[src/design/dcm_pkg.sv]
// dcm_pkg: shared types, codes and saturation helper for the dc motor torque block
`default_nettype none
package dcm_pkg;

    localparam int Q_W      = 32;  // q16.16 word
    localparam int PROD_W   = 64;  // full product of two q words
    localparam int SHIFT_W  = 48;  // product after dropping 16 fraction bits
    localparam int REG_W    = 31;  // widest configuration register
    localparam int EFF_W    = 17;  // efficiency register
    localparam int DT_W     = 16;  // tick length
    localparam int OP_W     = 2;
    localparam int ADDR_W   = 3;
    localparam int RAD_W    = 48;  // square root radicand
    localparam int ROOT_W   = 24;  // square root result
    localparam int SQ_CNT_W = 5;

    typedef logic signed [Q_W-1:0]     t_q;
    typedef logic signed [SHIFT_W-1:0] t_wide;

    // opcodes
    localparam logic [OP_W-1:0] OP_DUTY  = 2'd0;
    localparam logic [OP_W-1:0] OP_SPEED = 2'd1;
    localparam logic [OP_W-1:0] OP_TICK  = 2'd2;

    // configuration register indexes
    localparam logic [ADDR_W-1:0] REG_SUPPLY   = 3'd0;
    localparam logic [ADDR_W-1:0] REG_KE       = 3'd1;
    localparam logic [ADDR_W-1:0] REG_GEAR     = 3'd2;
    localparam logic [ADDR_W-1:0] REG_RES      = 3'd3;
    localparam logic [ADDR_W-1:0] REG_INV_L    = 3'd4;
    localparam logic [ADDR_W-1:0] REG_KT       = 3'd5;
    localparam logic [ADDR_W-1:0] REG_EFF      = 3'd6;
    localparam logic [ADDR_W-1:0] REG_FRICTION = 3'd7;

    localparam t_wide SAT_HI = 48'sh0000_7FFF_FFFF;
    localparam t_wide SAT_LO = 48'shFFFF_8000_0000;

    // clamp a wide signed value into the q16.16 range
    function automatic t_q sat32(input t_wide x);
        t_q r;
        if (x > SAT_HI) begin
            r = 32'sh7FFF_FFFF;
        end else if (x < SAT_LO) begin
            r = 32'sh8000_0000;
        end else begin
            r = x[Q_W-1:0];
        end
        return r;
    endfunction

endpackage
`default_nettype wire

[src/design/dcm_sqrt.sv]
// dcm_sqrt: restoring integer square root, one result bit per cycle
`default_nettype none
module dcm_sqrt (
    input  wire logic                        i_clk,
    input  wire logic                        i_rst_n,
    input  wire logic                        i_start,
    input  wire logic [dcm_pkg::RAD_W-1:0]   i_radicand,
    output logic                             o_done,
    output logic [dcm_pkg::ROOT_W-1:0]       o_root
);

    localparam int REM_W = dcm_pkg::ROOT_W + 2;
    localparam int TRY_W = REM_W + 2;
    localparam logic [dcm_pkg::SQ_CNT_W-1:0] LAST = dcm_pkg::SQ_CNT_W'(dcm_pkg::ROOT_W - 1);

    logic                            r_busy;
    logic [dcm_pkg::SQ_CNT_W-1:0]    r_cnt;
    logic [dcm_pkg::RAD_W-1:0]       r_x;
    logic [REM_W-1:0]                r_rem;
    logic [dcm_pkg::ROOT_W-1:0]      r_root;

    logic [TRY_W-1:0] rem_sh;
    logic [TRY_W-1:0] trial;
    logic             fits;

    assign rem_sh = {r_rem, r_x[dcm_pkg::RAD_W-1 -: 2]};
    assign trial  = {2'b00, r_root, 2'b01};
    assign fits   = (rem_sh >= trial);

    always_ff @(posedge i_clk) begin
        if (!i_rst_n) begin
            r_busy <= 1'b0;
            r_cnt  <= '0;
        end else if (i_start) begin
            r_busy <= 1'b1;
            r_cnt  <= '0;
        end else if (r_busy) begin
            r_cnt <= r_cnt + 1'b1;
            if (r_cnt == LAST) begin
                r_busy <= 1'b0;
            end
        end
    end

    always_ff @(posedge i_clk) begin
        if (i_start) begin
            r_x    <= i_radicand;
            r_rem  <= '0;
            r_root <= '0;
        end else if (r_busy) begin
            r_x <= {r_x[dcm_pkg::RAD_W-3:0], 2'b00};
            if (fits) begin
                r_rem  <= REM_W'(rem_sh - trial);
                r_root <= {r_root[dcm_pkg::ROOT_W-2:0], 1'b1};
            end else begin
                r_rem  <= REM_W'(rem_sh);
                r_root <= {r_root[dcm_pkg::ROOT_W-2:0], 1'b0};
            end
        end
    end

    // high in the cycle of the last iteration; root is final after that edge
    assign o_done = r_busy && (r_cnt == LAST);
    assign o_root = r_root;

endmodule
`default_nettype wire

[src/design/dcm_mul.sv]
// dcm_mul: shared registered signed multiplier with q16.16 floor scaling
`default_nettype none
module dcm_mul (
    input  wire logic           i_clk,
    input  wire logic           i_load,
    input  wire dcm_pkg::t_q    i_a,
    input  wire dcm_pkg::t_q    i_b,
    output dcm_pkg::t_wide      o_q
);

    logic signed [dcm_pkg::PROD_W-1:0] r_prod;

    always_ff @(posedge i_clk) begin
        if (i_load) begin
            r_prod <= i_a * i_b;
        end
    end

    // dropping the low bits of a two's complement product rounds toward minus infinity
    assign o_q = r_prod[dcm_pkg::PROD_W-1:16];

endmodule
`default_nettype wire

[src/design/dc_motor_current_torque_step.sv]
// dc_motor_current_torque_step: brushed dc motor armature model, q16.16, one shared multiplier
//
//  channel | direction | handshake                 | payload
//  --------+-----------+---------------------------+----------------------------------
//  in      | in        | i_in_valid / o_in_stall   | i_opcode, i_value, i_step_time
//  out     | out       | o_out_valid / i_out_stall | o_torque
//  cfg     | in        | i_cfg_we                  | i_cfg_addr, i_cfg_data
//
// a duty beat busies the block for 24 square root iterations, one bit a cycle,
//   then one pass through the shared multiplier
// a tick beat busies it for eight multiplies on the shared multiplier, each with
//   a load phase and a result phase, plus three saturating add steps, and it stays
//   busy while the last torque beat is still held by i_out_stall
// speed beats and the unused opcode leave the sequencer idle and give no output beat
// synchronous active-low reset: motor state to zero, registers to their defaults
// the output register holds one torque beat, so a duty or speed beat is taken
//   while that beat waits
`default_nettype none
module dc_motor_current_torque_step (
    input  wire logic                          i_clk,
    input  wire logic                          i_rst_n,
    // input beats
    input  wire logic                          i_in_valid,
    output logic                               o_in_stall,
    input  wire logic [dcm_pkg::OP_W-1:0]      i_opcode,
    input  wire logic signed [dcm_pkg::Q_W-1:0] i_value,
    input  wire logic [dcm_pkg::DT_W-1:0]      i_step_time,
    // output beats
    output logic                               o_out_valid,
    input  wire logic                          i_out_stall,
    output logic signed [dcm_pkg::Q_W-1:0]     o_torque,
    // configuration writes
    input  wire logic                          i_cfg_we,
    input  wire logic [dcm_pkg::ADDR_W-1:0]    i_cfg_addr,
    input  wire logic [dcm_pkg::REG_W-1:0]     i_cfg_data
);

    // sequencer states
    localparam logic [3:0] S_IDLE  = 4'd0;
    localparam logic [3:0] S_SQRT  = 4'd1;
    localparam logic [3:0] S_VMUL  = 4'd2;
    localparam logic [3:0] S_KETR  = 4'd3;
    localparam logic [3:0] S_BEMF  = 4'd4;
    localparam logic [3:0] S_RDROP = 4'd5;
    localparam logic [3:0] S_DIFF  = 4'd6;
    localparam logic [3:0] S_IDOT  = 4'd7;
    localparam logic [3:0] S_DELTA = 4'd8;
    localparam logic [3:0] S_CUR   = 4'd9;
    localparam logic [3:0] S_KM    = 4'd10;
    localparam logic [3:0] S_NET   = 4'd11;
    localparam logic [3:0] S_GEFF  = 4'd12;
    localparam logic [3:0] S_TAU   = 4'd13;

    // configuration registers
    logic [dcm_pkg::REG_W-1:0] r_supply, r_ke, r_gear, r_res, r_inv_l, r_kt, r_friction;
    logic [dcm_pkg::EFF_W-1:0] r_eff;

    // motor state
    dcm_pkg::t_q r_drive, r_speed, r_cur;

    // working registers
    dcm_pkg::t_q               r_ta, r_tb;
    logic [dcm_pkg::DT_W-1:0]  r_dt;
    logic                      r_neg;

    // sequencer
    logic [3:0] r_state, n_state;
    logic       r_ph, n_ph;

    // output register
    logic        r_out_valid;
    dcm_pkg::t_q r_torque;

    logic in_take;
    logic is_mul;
    logic mul_load;
    logic out_free;
    logic sq_start, sq_done;
    logic [dcm_pkg::ROOT_W-1:0] sq_root;
    logic [dcm_pkg::Q_W-1:0]    mag;
    dcm_pkg::t_q   mul_a, mul_b;
    dcm_pkg::t_wide mul_q;
    dcm_pkg::t_wide sum;

    assign o_in_stall = (r_state != S_IDLE);
    assign in_take    = i_in_valid && !o_in_stall;
    assign out_free   = !r_out_valid || !i_out_stall;

    // configuration write port, values masked to register widths
    always_ff @(posedge i_clk) begin
        if (!i_rst_n) begin
            r_supply   <= 31'd786432;
            r_ke       <= 31'd65536;
            r_gear     <= 31'd65536;
            r_res      <= 31'd65536;
            r_inv_l    <= 31'd65536;
            r_kt       <= 31'd65536;
            r_eff      <= 17'd65536;
            r_friction <= 31'd0;
        end else if (i_cfg_we) begin
            unique case (i_cfg_addr)
                dcm_pkg::REG_SUPPLY:   r_supply   <= i_cfg_data;
                dcm_pkg::REG_KE:       r_ke       <= i_cfg_data;
                dcm_pkg::REG_GEAR:     r_gear     <= i_cfg_data;
                dcm_pkg::REG_RES:      r_res      <= i_cfg_data;
                dcm_pkg::REG_INV_L:    r_inv_l    <= i_cfg_data;
                dcm_pkg::REG_KT:       r_kt       <= i_cfg_data;
                dcm_pkg::REG_EFF:      r_eff      <= i_cfg_data[dcm_pkg::EFF_W-1:0];
                dcm_pkg::REG_FRICTION: r_friction <= i_cfg_data;
                default: ;
            endcase
        end
    end

    // square root of |duty| scaled by 2^16
    assign mag      = i_value[dcm_pkg::Q_W-1] ? (-i_value) : i_value;
    assign sq_start = in_take && (i_opcode == dcm_pkg::OP_DUTY);

    dcm_sqrt u_sqrt (
        .i_clk      (i_clk),
        .i_rst_n    (i_rst_n),
        .i_start    (sq_start),
        .i_radicand ({mag, 16'd0}),
        .o_done     (sq_done),
        .o_root     (sq_root)
    );

    // multiply steps: first phase loads the product, second phase takes the result
    always_comb begin
        unique case (r_state) inside
            S_VMUL, S_KETR, S_BEMF, S_RDROP, S_IDOT, S_DELTA, S_KM, S_GEFF, S_TAU:
                is_mul = 1'b1;
            default:
                is_mul = 1'b0;
        endcase
    end
    assign mul_load = is_mul && !r_ph;

    // operand selection for the shared multiplier
    always_comb begin
        mul_a = r_ta;
        mul_b = r_ta;
        unique case (r_state)
            S_VMUL: begin
                mul_a = {8'd0, sq_root};
                mul_b = {1'b0, r_supply};
            end
            S_KETR: begin
                mul_a = {1'b0, r_ke};
                mul_b = {1'b0, r_gear};
            end
            S_BEMF: begin
                mul_a = r_ta;
                mul_b = r_speed;
            end
            S_RDROP: begin
                mul_a = {1'b0, r_res};
                mul_b = r_cur;
            end
            S_IDOT: begin
                mul_a = r_ta;
                mul_b = {1'b0, r_inv_l};
            end
            S_DELTA: begin
                mul_a = r_ta;
                mul_b = {16'd0, r_dt};
            end
            S_KM: begin
                mul_a = {1'b0, r_kt};
                mul_b = r_cur;
            end
            S_GEFF: begin
                mul_a = {15'd0, r_eff};
                mul_b = r_ta;
            end
            S_TAU: begin
                mul_a = {1'b0, r_gear};
                mul_b = r_ta;
            end
            default: ;
        endcase
    end

    dcm_mul u_mul (
        .i_clk  (i_clk),
        .i_load (mul_load),
        .i_a    (mul_a),
        .i_b    (mul_b),
        .o_q    (mul_q)
    );

    // single wide adder for the saturating sums
    always_comb begin
        unique case (r_state)
            S_DIFF:  sum = dcm_pkg::SHIFT_W'(r_drive) - dcm_pkg::SHIFT_W'(r_ta)
                           - dcm_pkg::SHIFT_W'(r_tb);
            S_CUR:   sum = dcm_pkg::SHIFT_W'(r_cur) + dcm_pkg::SHIFT_W'(r_ta);
            S_NET:   sum = dcm_pkg::SHIFT_W'(r_ta) - $signed({17'd0, r_friction});
            default: sum = dcm_pkg::SHIFT_W'(r_ta);
        endcase
    end

    // next state
    always_comb begin
        n_state = r_state;
        n_ph    = r_ph;
        if (is_mul) begin
            if (!r_ph) begin
                n_ph = 1'b1;
            end else if (r_state != S_TAU || out_free) begin
                n_ph = 1'b0;
            end
        end
        unique case (r_state)
            S_IDLE: begin
                if (in_take && i_opcode == dcm_pkg::OP_DUTY) begin
                    n_state = S_SQRT;
                end else if (in_take && i_opcode == dcm_pkg::OP_TICK) begin
                    n_state = S_KETR;
                end
            end
            S_SQRT:  if (sq_done) n_state = S_VMUL;
            S_VMUL:  if (r_ph) n_state = S_IDLE;
            S_KETR:  if (r_ph) n_state = S_BEMF;
            S_BEMF:  if (r_ph) n_state = S_RDROP;
            S_RDROP: if (r_ph) n_state = S_DIFF;
            S_DIFF:  n_state = S_IDOT;
            S_IDOT:  if (r_ph) n_state = S_DELTA;
            S_DELTA: if (r_ph) n_state = S_CUR;
            S_CUR:   n_state = S_KM;
            S_KM:    if (r_ph) n_state = S_NET;
            S_NET:   n_state = S_GEFF;
            S_GEFF:  if (r_ph) n_state = S_TAU;
            S_TAU:   if (r_ph && out_free) n_state = S_IDLE;
            default: n_state = S_IDLE;
        endcase
    end

    always_ff @(posedge i_clk) begin
        if (!i_rst_n) begin
            r_state <= S_IDLE;
            r_ph    <= 1'b0;
        end else begin
            r_state <= n_state;
            r_ph    <= n_ph;
        end
    end

    // motor state and working registers
    always_ff @(posedge i_clk) begin
        if (!i_rst_n) begin
            r_drive <= '0;
            r_speed <= '0;
            r_cur   <= '0;
        end else begin
            if (in_take && i_opcode == dcm_pkg::OP_SPEED) begin
                r_speed <= i_value;
            end
            if (r_state == S_VMUL && r_ph) begin
                // magnitude is non-negative, apply the duty sign then clamp
                r_drive <= r_neg ? dcm_pkg::sat32(-mul_q) : dcm_pkg::sat32(mul_q);
            end
            if (r_state == S_CUR) begin
                r_cur <= dcm_pkg::sat32(sum);
            end
        end
    end

    always_ff @(posedge i_clk) begin
        if (in_take) begin
            r_dt  <= i_step_time;
            r_neg <= i_value[dcm_pkg::Q_W-1];
        end
        if (r_ph && (r_state == S_KETR || r_state == S_BEMF || r_state == S_IDOT
                     || r_state == S_DELTA || r_state == S_KM || r_state == S_GEFF)) begin
            r_ta <= dcm_pkg::sat32(mul_q);
        end
        if (r_ph && r_state == S_RDROP) begin
            r_tb <= dcm_pkg::sat32(mul_q);
        end
        if (r_state == S_DIFF || r_state == S_NET) begin
            r_ta <= dcm_pkg::sat32(sum);
        end
    end

    // output register: a finished torque waits here while the input side idles
    always_ff @(posedge i_clk) begin
        if (!i_rst_n) begin
            r_out_valid <= 1'b0;
        end else if (r_state == S_TAU && r_ph && out_free) begin
            r_out_valid <= 1'b1;
        end else if (!i_out_stall) begin
            r_out_valid <= 1'b0;
        end
    end

    always_ff @(posedge i_clk) begin
        if (r_state == S_TAU && r_ph && out_free) begin
            r_torque <= dcm_pkg::sat32(mul_q);
        end
    end

    assign o_out_valid = r_out_valid;
    assign o_torque    = r_torque;

    // checks

    // a duty beat always starts the square root sequence
    a_duty_to_sqrt: assert property (@(posedge i_clk) disable iff (!i_rst_n)
        (in_take && i_opcode == dcm_pkg::OP_DUTY) |=> (r_state == S_SQRT))
        else $error("duty beat did not start the square root");

    // the root unit finishes only while the sequencer waits for it
    a_sqrt_done_state: assert property (@(posedge i_clk) disable iff (!i_rst_n)
        sq_done |-> (r_state == S_SQRT))
        else $error("square root finished outside its wait state");

    // a new torque beat comes only from the last multiply of a tick
    a_out_from_tau: assert property (@(posedge i_clk) disable iff (!i_rst_n)
        (o_out_valid && !$past(o_out_valid)) |-> ($past(r_state) == S_TAU && $past(r_ph)))
        else $error("torque beat appeared without a finished tick");

    // the second multiply phase exists only in multiply steps
    a_phase_in_mul: assert property (@(posedge i_clk) disable iff (!i_rst_n)
        r_ph |-> is_mul)
        else $error("multiply phase set outside a multiply step");

endmodule
`default_nettype wire

[config.mk]
export PLATFORM = sky130hd
export DESIGN_NAME = dc_motor_current_torque_step
export DESIGN_NICKNAME = d
export VERILOG_FILES = /design/src/design/dcm_pkg.sv /design/src/design/dcm_sqrt.sv /design/src/design/dcm_mul.sv /design/src/design/dc_motor_current_torque_step.sv
export SDC_FILE = /design/constraint.sdc
export NUM_CORES = 2
export LEC_CHECK = 0
export BUFFER_PORTS_ARGS = -buffer_cell sky130_fd_sc_hd__buf_2
export CORE_MARGIN = 2
export CORE_UTILIZATION = 49
export CTS_CLUSTER_SIZE = 20
export DETAILED_ROUTE_END_ITERATION = 16
export GPL_ROUTABILITY_DRIVEN = 0
export PLACE_DENSITY = 0.65
export SLEW_MARGIN = 5
export SYNTH_ARGS = -nofsm -noshare
export SYNTH_HDL_FRONTEND = slang
export SYNTH_HIERARCHICAL = 1
export SYNTH_SLANG_ARGS = --single-unit
[constraint.sdc]
create_clock -name i_clk -period 11.03 [get_ports i_clk]
set_input_delay 1.6545 -clock i_clk [delete_from_list [all_inputs] [get_ports i_clk]]
set_output_delay 1.6545 -clock i_clk [all_outputs]
set_load 0.03 [all_outputs]
# [After elaboration in Yosys (flattened, before gate mapping)]
# Cells that the tools add are included.
[word_totals] latch_bits=0 input_bits=89 ram_bits=0 mem_bits_ro=0 wordCells=158 memories=0 ff_bits=601
[classes] n_lt_le_gt_ge=7 add_sub_neg=8 n_mul=1 reduce_logical=42 div_mod_pow=0 muxes=38 n_bitwise=1 eq_ne=36 shift=0
[ops] op="one-hot mux 32 bit (6 select lines)" n=2
[ops] op="two-way mux 32 bit" n=10
[ops] op="greater-than comparator 48 x 32 -> 1 bit (second input constant)" n=3
[ops] op="< comparator 48 x 32 -> 1 bit (second input constant)" n=3
[ops] op="one-hot mux 48 bit (3 select lines)" n=1
[ops] op="two-way mux 48 bit" n=2
[ops] op="subtractor 32 x 32 -> 33 bit" n=2
[ops] op="multiplier 32 x 32 -> 64 bit" n=1
[ops] op="one-hot mux 4 bit (14 select lines)" n=1
[ops] op="two-way mux 4 bit" n=12
[ops] op="negator 48 bit" n=1
[ops] op="subtractor 33 x 32 -> 34 bit" n=1
[ops] op="adder 32 x 32 -> 33 bit" n=1
[ops] op="negator 32 bit" n=1
[ops] op=">= comparator 28 x 26 -> 1 bit" n=1
[ops] op="two-way mux 26 bit" n=1
[ops] op="subtractor 26 bit" n=1
[ops] op="equality test 4 bit (second input constant)" n=6
[ops] op="!= test 2 bit (second input constant)" n=10
[ops] op="equality test 4 x 3 -> 1 bit (second input constant)" n=4
[ops] op="AND reduction 2 bit" n=8
[ops] op="equality test 3 bit (second input constant)" n=4
[ops] op="logical AND 1 bit" n=12
[ops] op="AND reduction 11 bit" n=1
[ops] op="22 further kinds" n=44

# [Longest topological paths before layout]
[logic_depth] ltp_word=9 depth_mapped=34 depth_no_buf=31

# [By module]
# Netlist, hierarchy kept.
[modules_own_cells] mod="dcm_mul" area_each_um2=37293.3 cells_per_inst=3888 instances=1 seq_area_each_um2=1441.4
[modules_own_cells] mod="dc_motor_current_torque_step" area_each_um2=27127.3 cells_per_inst=3434 instances=1 seq_area_each_um2=10119.7
[modules_own_cells] mod="dcm_sqrt" area_each_um2=5645.4 cells_per_inst=538 instances=1 seq_area_each_um2=2562.5

# [Worst setup path before layout]
# No wires, ideal clock.
[synth_path] path_kind="reg2reg" from="register r_state[3]" to="register u_mul/r_prod[61] in the netlist's numbering, data pin" path_buffers=5 slack_ns=1.662 t_arrival_ns=9.107 required_time_ns=10.769 period_less_slack_ns=9.368 setup_ns=0.261 stages_incl_launch_ff=32 path_cell_list="dfxtp_1 clkbuf_1 clkbuf_1 nand2b_1 nor2_1 clkbuf_1 a222oi_1 nand3_1 clkbuf_1 nand2_1 inv_1 fa_1 fa_1 fa_1 fa_1 inv_1 fa_1 inv_1 fa_1 fa_1 fa_1 ha_1 buf_2 a21o_1 a21o_1 a21o_1 a221o_1 a21oi_2 nand3b_1 a31oi_4 nor3_1 a311o_1"
[synth_between] elab_chain_len=4
[synth_lines] item="from (decl)" line_no="dc_motor_current_torque_step.sv:67" source="logic [3:0] r_state, n_state;"
[synth_lines] item="from (signal assigned)" line_no="dc_motor_current_torque_step.sv:244" source="r_state <= n_state;"
[synth_lines] item="equality test 4 bit / equality test 4 x 3 -> 1 bit (equally long branches)" line_no="dc_motor_current_torque_step.sv:143" source="unique case (r_state)"
[synth_lines] item="OR reduction 2 bit (no line)"
[synth_lines] item="one-hot mux 32 bit (6 select lines) *" line_no="dc_motor_current_torque_step.sv:143"
[synth_lines] item="via mul_b[2]" line_no="dc_motor_current_torque_step.sv:81" source="dcm_pkg::t_q mul_a, mul_b;"
[synth_lines] item="multiplier 32 x 32 -> 64 bit *" line_no="dcm_mul.sv:15" source="r_prod <= i_a * i_b;"
[synth_lines] item="to (signal assigned)" line_no="dcm_mul.sv:15"
[synth_lines] item="to (decl)" line_no="dcm_mul.sv:11" source="logic signed [dcm_pkg::PROD_W-1:0] r_prod;"
# Mark *: on every way through the listed nets, which the timed path passes. The rest lies on a longest branch.
# A chain may end at the register's enable or synchronous reset.

# [Final worst setup path]
[layout_path] from="register r_state[1]" to="register u_mul/r_prod[43] in the netlist's numbering, data pin"
[layout_rtl] item="equality test 4 bit, or another cell as far along" line_no="dc_motor_current_torque_step.sv:143"
[layout_rtl] item="one-hot mux 32 bit (6 select lines) *" line_no="dc_motor_current_torque_step.sv:143"
[layout_rtl] item="via mul_a[16]" line_no="dc_motor_current_torque_step.sv:81"
[layout_rtl] item="multiplier 32 x 32 -> 64 bit *" line_no="dcm_mul.sv:15"
# Marks and branches as above.

==> results.cfg <==
[die]
die-area_sq_mm = 0.1460
rows = 138
die_w_um = 382.1
die_y_um = 382.1
io_pins = 123
core_sq_mm = 0.1418
start_util_pct = 49.43

[routing]
postRouteAntennaNets = 0
routed_wl_um = 234200
drc = 0
first_iter_violations = 6651
first_pass_iters = 7
drt-vias-per-instance = 5.938
via_count = 57830
wl_per_cell_um = 24.05

[worst_setup_path]
cpLargestDelayFamily = adder cells
cp_common_cell = fa_1
reg2reg_slack_ns = 0.49
rr_worst_depth = 28
cp.required_ns = 11.42
max_stage_delay_ns = 0.84
cp_max_fo = 36
slowest_stage = a41oi_2
path_buf_inv = 6
critPathKind = reg -> reg
arrival_ns = 10.93
crit_path_start_kind = flip-flop
r2r-start = r_state[1]
worstSetupEndpointType = flip-flop
r2r_end = u_mul/r_prod[43]

[logic_synthesis]
synthCells = 7860
synth_adder_area_share_pct = 37.34
yosysMostFrequentCell = nand2_1
synth_area_leaders = fa_1 32%, dfxtp_1 11%, edfxtp_1 9.0%, nand2_1 6.9%, inv_1 6.5%
synth_xor_xnor_area_share_pct = 2.713
ys_seq_area_share_pct = 20.16
synth_top_family_by_area = adder cells
synthMuxAreaShare_pct = 1.329
ys_async_sr_fraction_pct = 0
synth_top_area_cell = fa_1
synth_seq_cells = 601
yosys.area_share.simple_pct = 16.54
ys_warn_count = 6
synth_flop_cell = dfxtp_1
syn_area_per_cell_sq_um = 8.914
synth_edf_count = 209
yosysUniqueCellTypes = 101
synthTopCellsByCount = 1,290 x nand2_1, 1,214 x inv_1, 1,115 x fa_1
synth-compound-area-share_pct = 12.84
synth_area_sq_mm = 0.07007
yosysTopAreaCellShare_pct = 31.86

[clock_network]
clk_pin_slew_ns = 0.06
cts.sinks = 601
tritoncts = built
cts_hold_buf = 0
cts_inserted_buffers = 70
htreeDepth = 3
postCtsSetupBuffers = 0
cts_root_buf = clkbuf_16
clock_path_buffers = 3
clkLatencyLatePin_ns = 0.70
post_cts_resize_count = 0

[finish]
drive_gt1_share_pct = 7.424
fillers = 12820
finalNetCount = 9292
area_growth_pct = 8.213

[global_routing]
antenna_found_initial = 15
grt.overflow.total = 0
track_usage_pct = 32.11
grt_start_max_net_pins = 101
grt_pass1_wl_um = 357000
grt_pass1_vias = 58050

[timing]
worstMarginPinSlew_ns = 1.141
max_clock_freq_mhz = 94.84
finClkSkew_ns = 0.03887
tns_ns = 0
fin_crit_ns = 10.54
finalHoldViolations = 0
setup_viol = 0
rsz0062_at_grt = false
slew_violations = 0
relSlewSlack_pct = 23.72
period_share_pct = 95.59

[placed_design]
numPortBuffers = 122
dp_hpwl_um = 180300

[worst_hold_path]
whs_endpoint = r_friction[5]
hp-start = r_friction[5]
hold_depth = 2
hold_path.class = reg -> reg

[run_status]
status = finished clean

[flow_run]
maxCapViolCount = 0
flip-flops by register name, summed over array words and instances (netlist names), 32 cells and up:
signal / count
u_mul/r_prod: 48
r_drive: 32
o_torque: 32
r_cur: 32
r_tb: 32
r_speed: 32
r_ta: 32
u_sqrt/r_x: 48
kinds of logic (layout without fill, tap and decap cells):
group / after synthesis / count (layout)
xor gates and xnor gates: 217 / 217
other: 1 / 25
muxes: 87 / 87
and+or+nand+nor: 2504 / 2504
adders and majority gates: 1422 / 1422
DFF: 601 / 601
AOI/OAI and AO/OA: 1354 / 1354
buffers and inverters: 1674 / 1638
worst max path at each step:
stage / from / to / slack [ns] / depth (start not counted)
3_3_place_gp: r_state[1] / u_mul/r_prod[49] / 0.89 / 29
5_1_grt: r_state[1] / u_mul/r_prod[49] / 0.11 / 29
3_5_place_dp: r_state[2] / u_mul/r_prod[61] / 0.74 / 31
4_1_cts: r_state[2] / u_mul/r_prod[61] / 0.71 / 31
2_1_floorplan: r_state[3] / u_mul/r_prod[61] / 1.66 / 31
6_report: r_state[1] / u_mul/r_prod[43] / 0.49 / 28
cell usage in the layout (no fill, tap or decap), types with 19 or more instances in the layout:
cell type,instances
mux2i_1,39
buf_2,122
a221o_1,24
clkbuf_16,73
o21bai_1,19
o211ai_1,39
o221ai_1,25
a21oi_1,497
xor2_1,69
nand3_1,81
o21a_1,23
nand2b_1,50
and3_1,27
mux2_2,48
a21o_1,105
dfxtp_1,391
xnor2_1,148
edfxtp_1,209
ha_1,307
nor3_1,62
o31ai_1,54
nor2_1,281
buf_4,160
or3_1,30
a22oi_1,115
o21ai_0,142
nand2_1,1290
a222oi_1,40
fa_1,1115
inv_1,1212
and2_1,524
nand4_1,51
a211oi_1,33
a31oi_1,40
worst register-to-register path, delay by kind of cell, from the launching register on:
kind | cells | cell delay [ns]
adders and majority gates | 9 | 4.40
buffers and inverters | 6 | 1.24
DFF | 1 | 0.66
AOI/OAI and AO/OA | 6 | 1.72
xor gates and xnor gates | 1 | 0.51
and+or+nand+nor | 6 | 1.73
layout make-up:
class / instances / area, sq um / share of cell area [%]
flip-flops and latches: 601 / 14120 / 18.63
multi-input cells: 5600 / 50190 / 66.20
repair buffers: 293 / 2032 / 2.680
well taps: 1890 / 2365 / 3.119
clock inverters: 46 / 599.3 / 0.7905
inverters: 1215 / 4568 / 6.025
diodes: 9 / 22.52 / 0.02970
clock buffers: 84 / 1918 / 2.530
through the flow:
| step | instances | instance area (sq um) | hold WS [ns] | utilization, % | setup WS (ns) |
|---|---|---|---|---|---|
| 6_report | 9738 | 75820 | 0.4539 | 53.49 | 0.4861 |
| 4_1_cts | 9729 | 75800 | 0.4552 | 53.47 | 0.7056 |
| 3_5_place_dp | 9599 | 73280 | 0.4468 | 51.69 | 0.7390 |
| 3_3_place_gp | 9599 | 73280 | 0.4410 | 51.69 | 0.8913 |
| 2_1_floorplan | 7875 | 70120 | 0.4357 | - | 1.662 |
| 5_1_grt | 9737 | 75820 | 0.4707 | 53.48 | 0.1110 |
per-layer routing:
layer,global-route usage (%),share of wire [%],vias to the layer above
li1,-,-,25100
met4,12.69,4.4,0
met5,0,0,-
met1,45.87,41,28830
met2,47.32,43,3360
met3,7.222,12,537
Power is not shown: default switching activity piles up to over one toggle a cycle in this logic, so the estimate is an artifact.
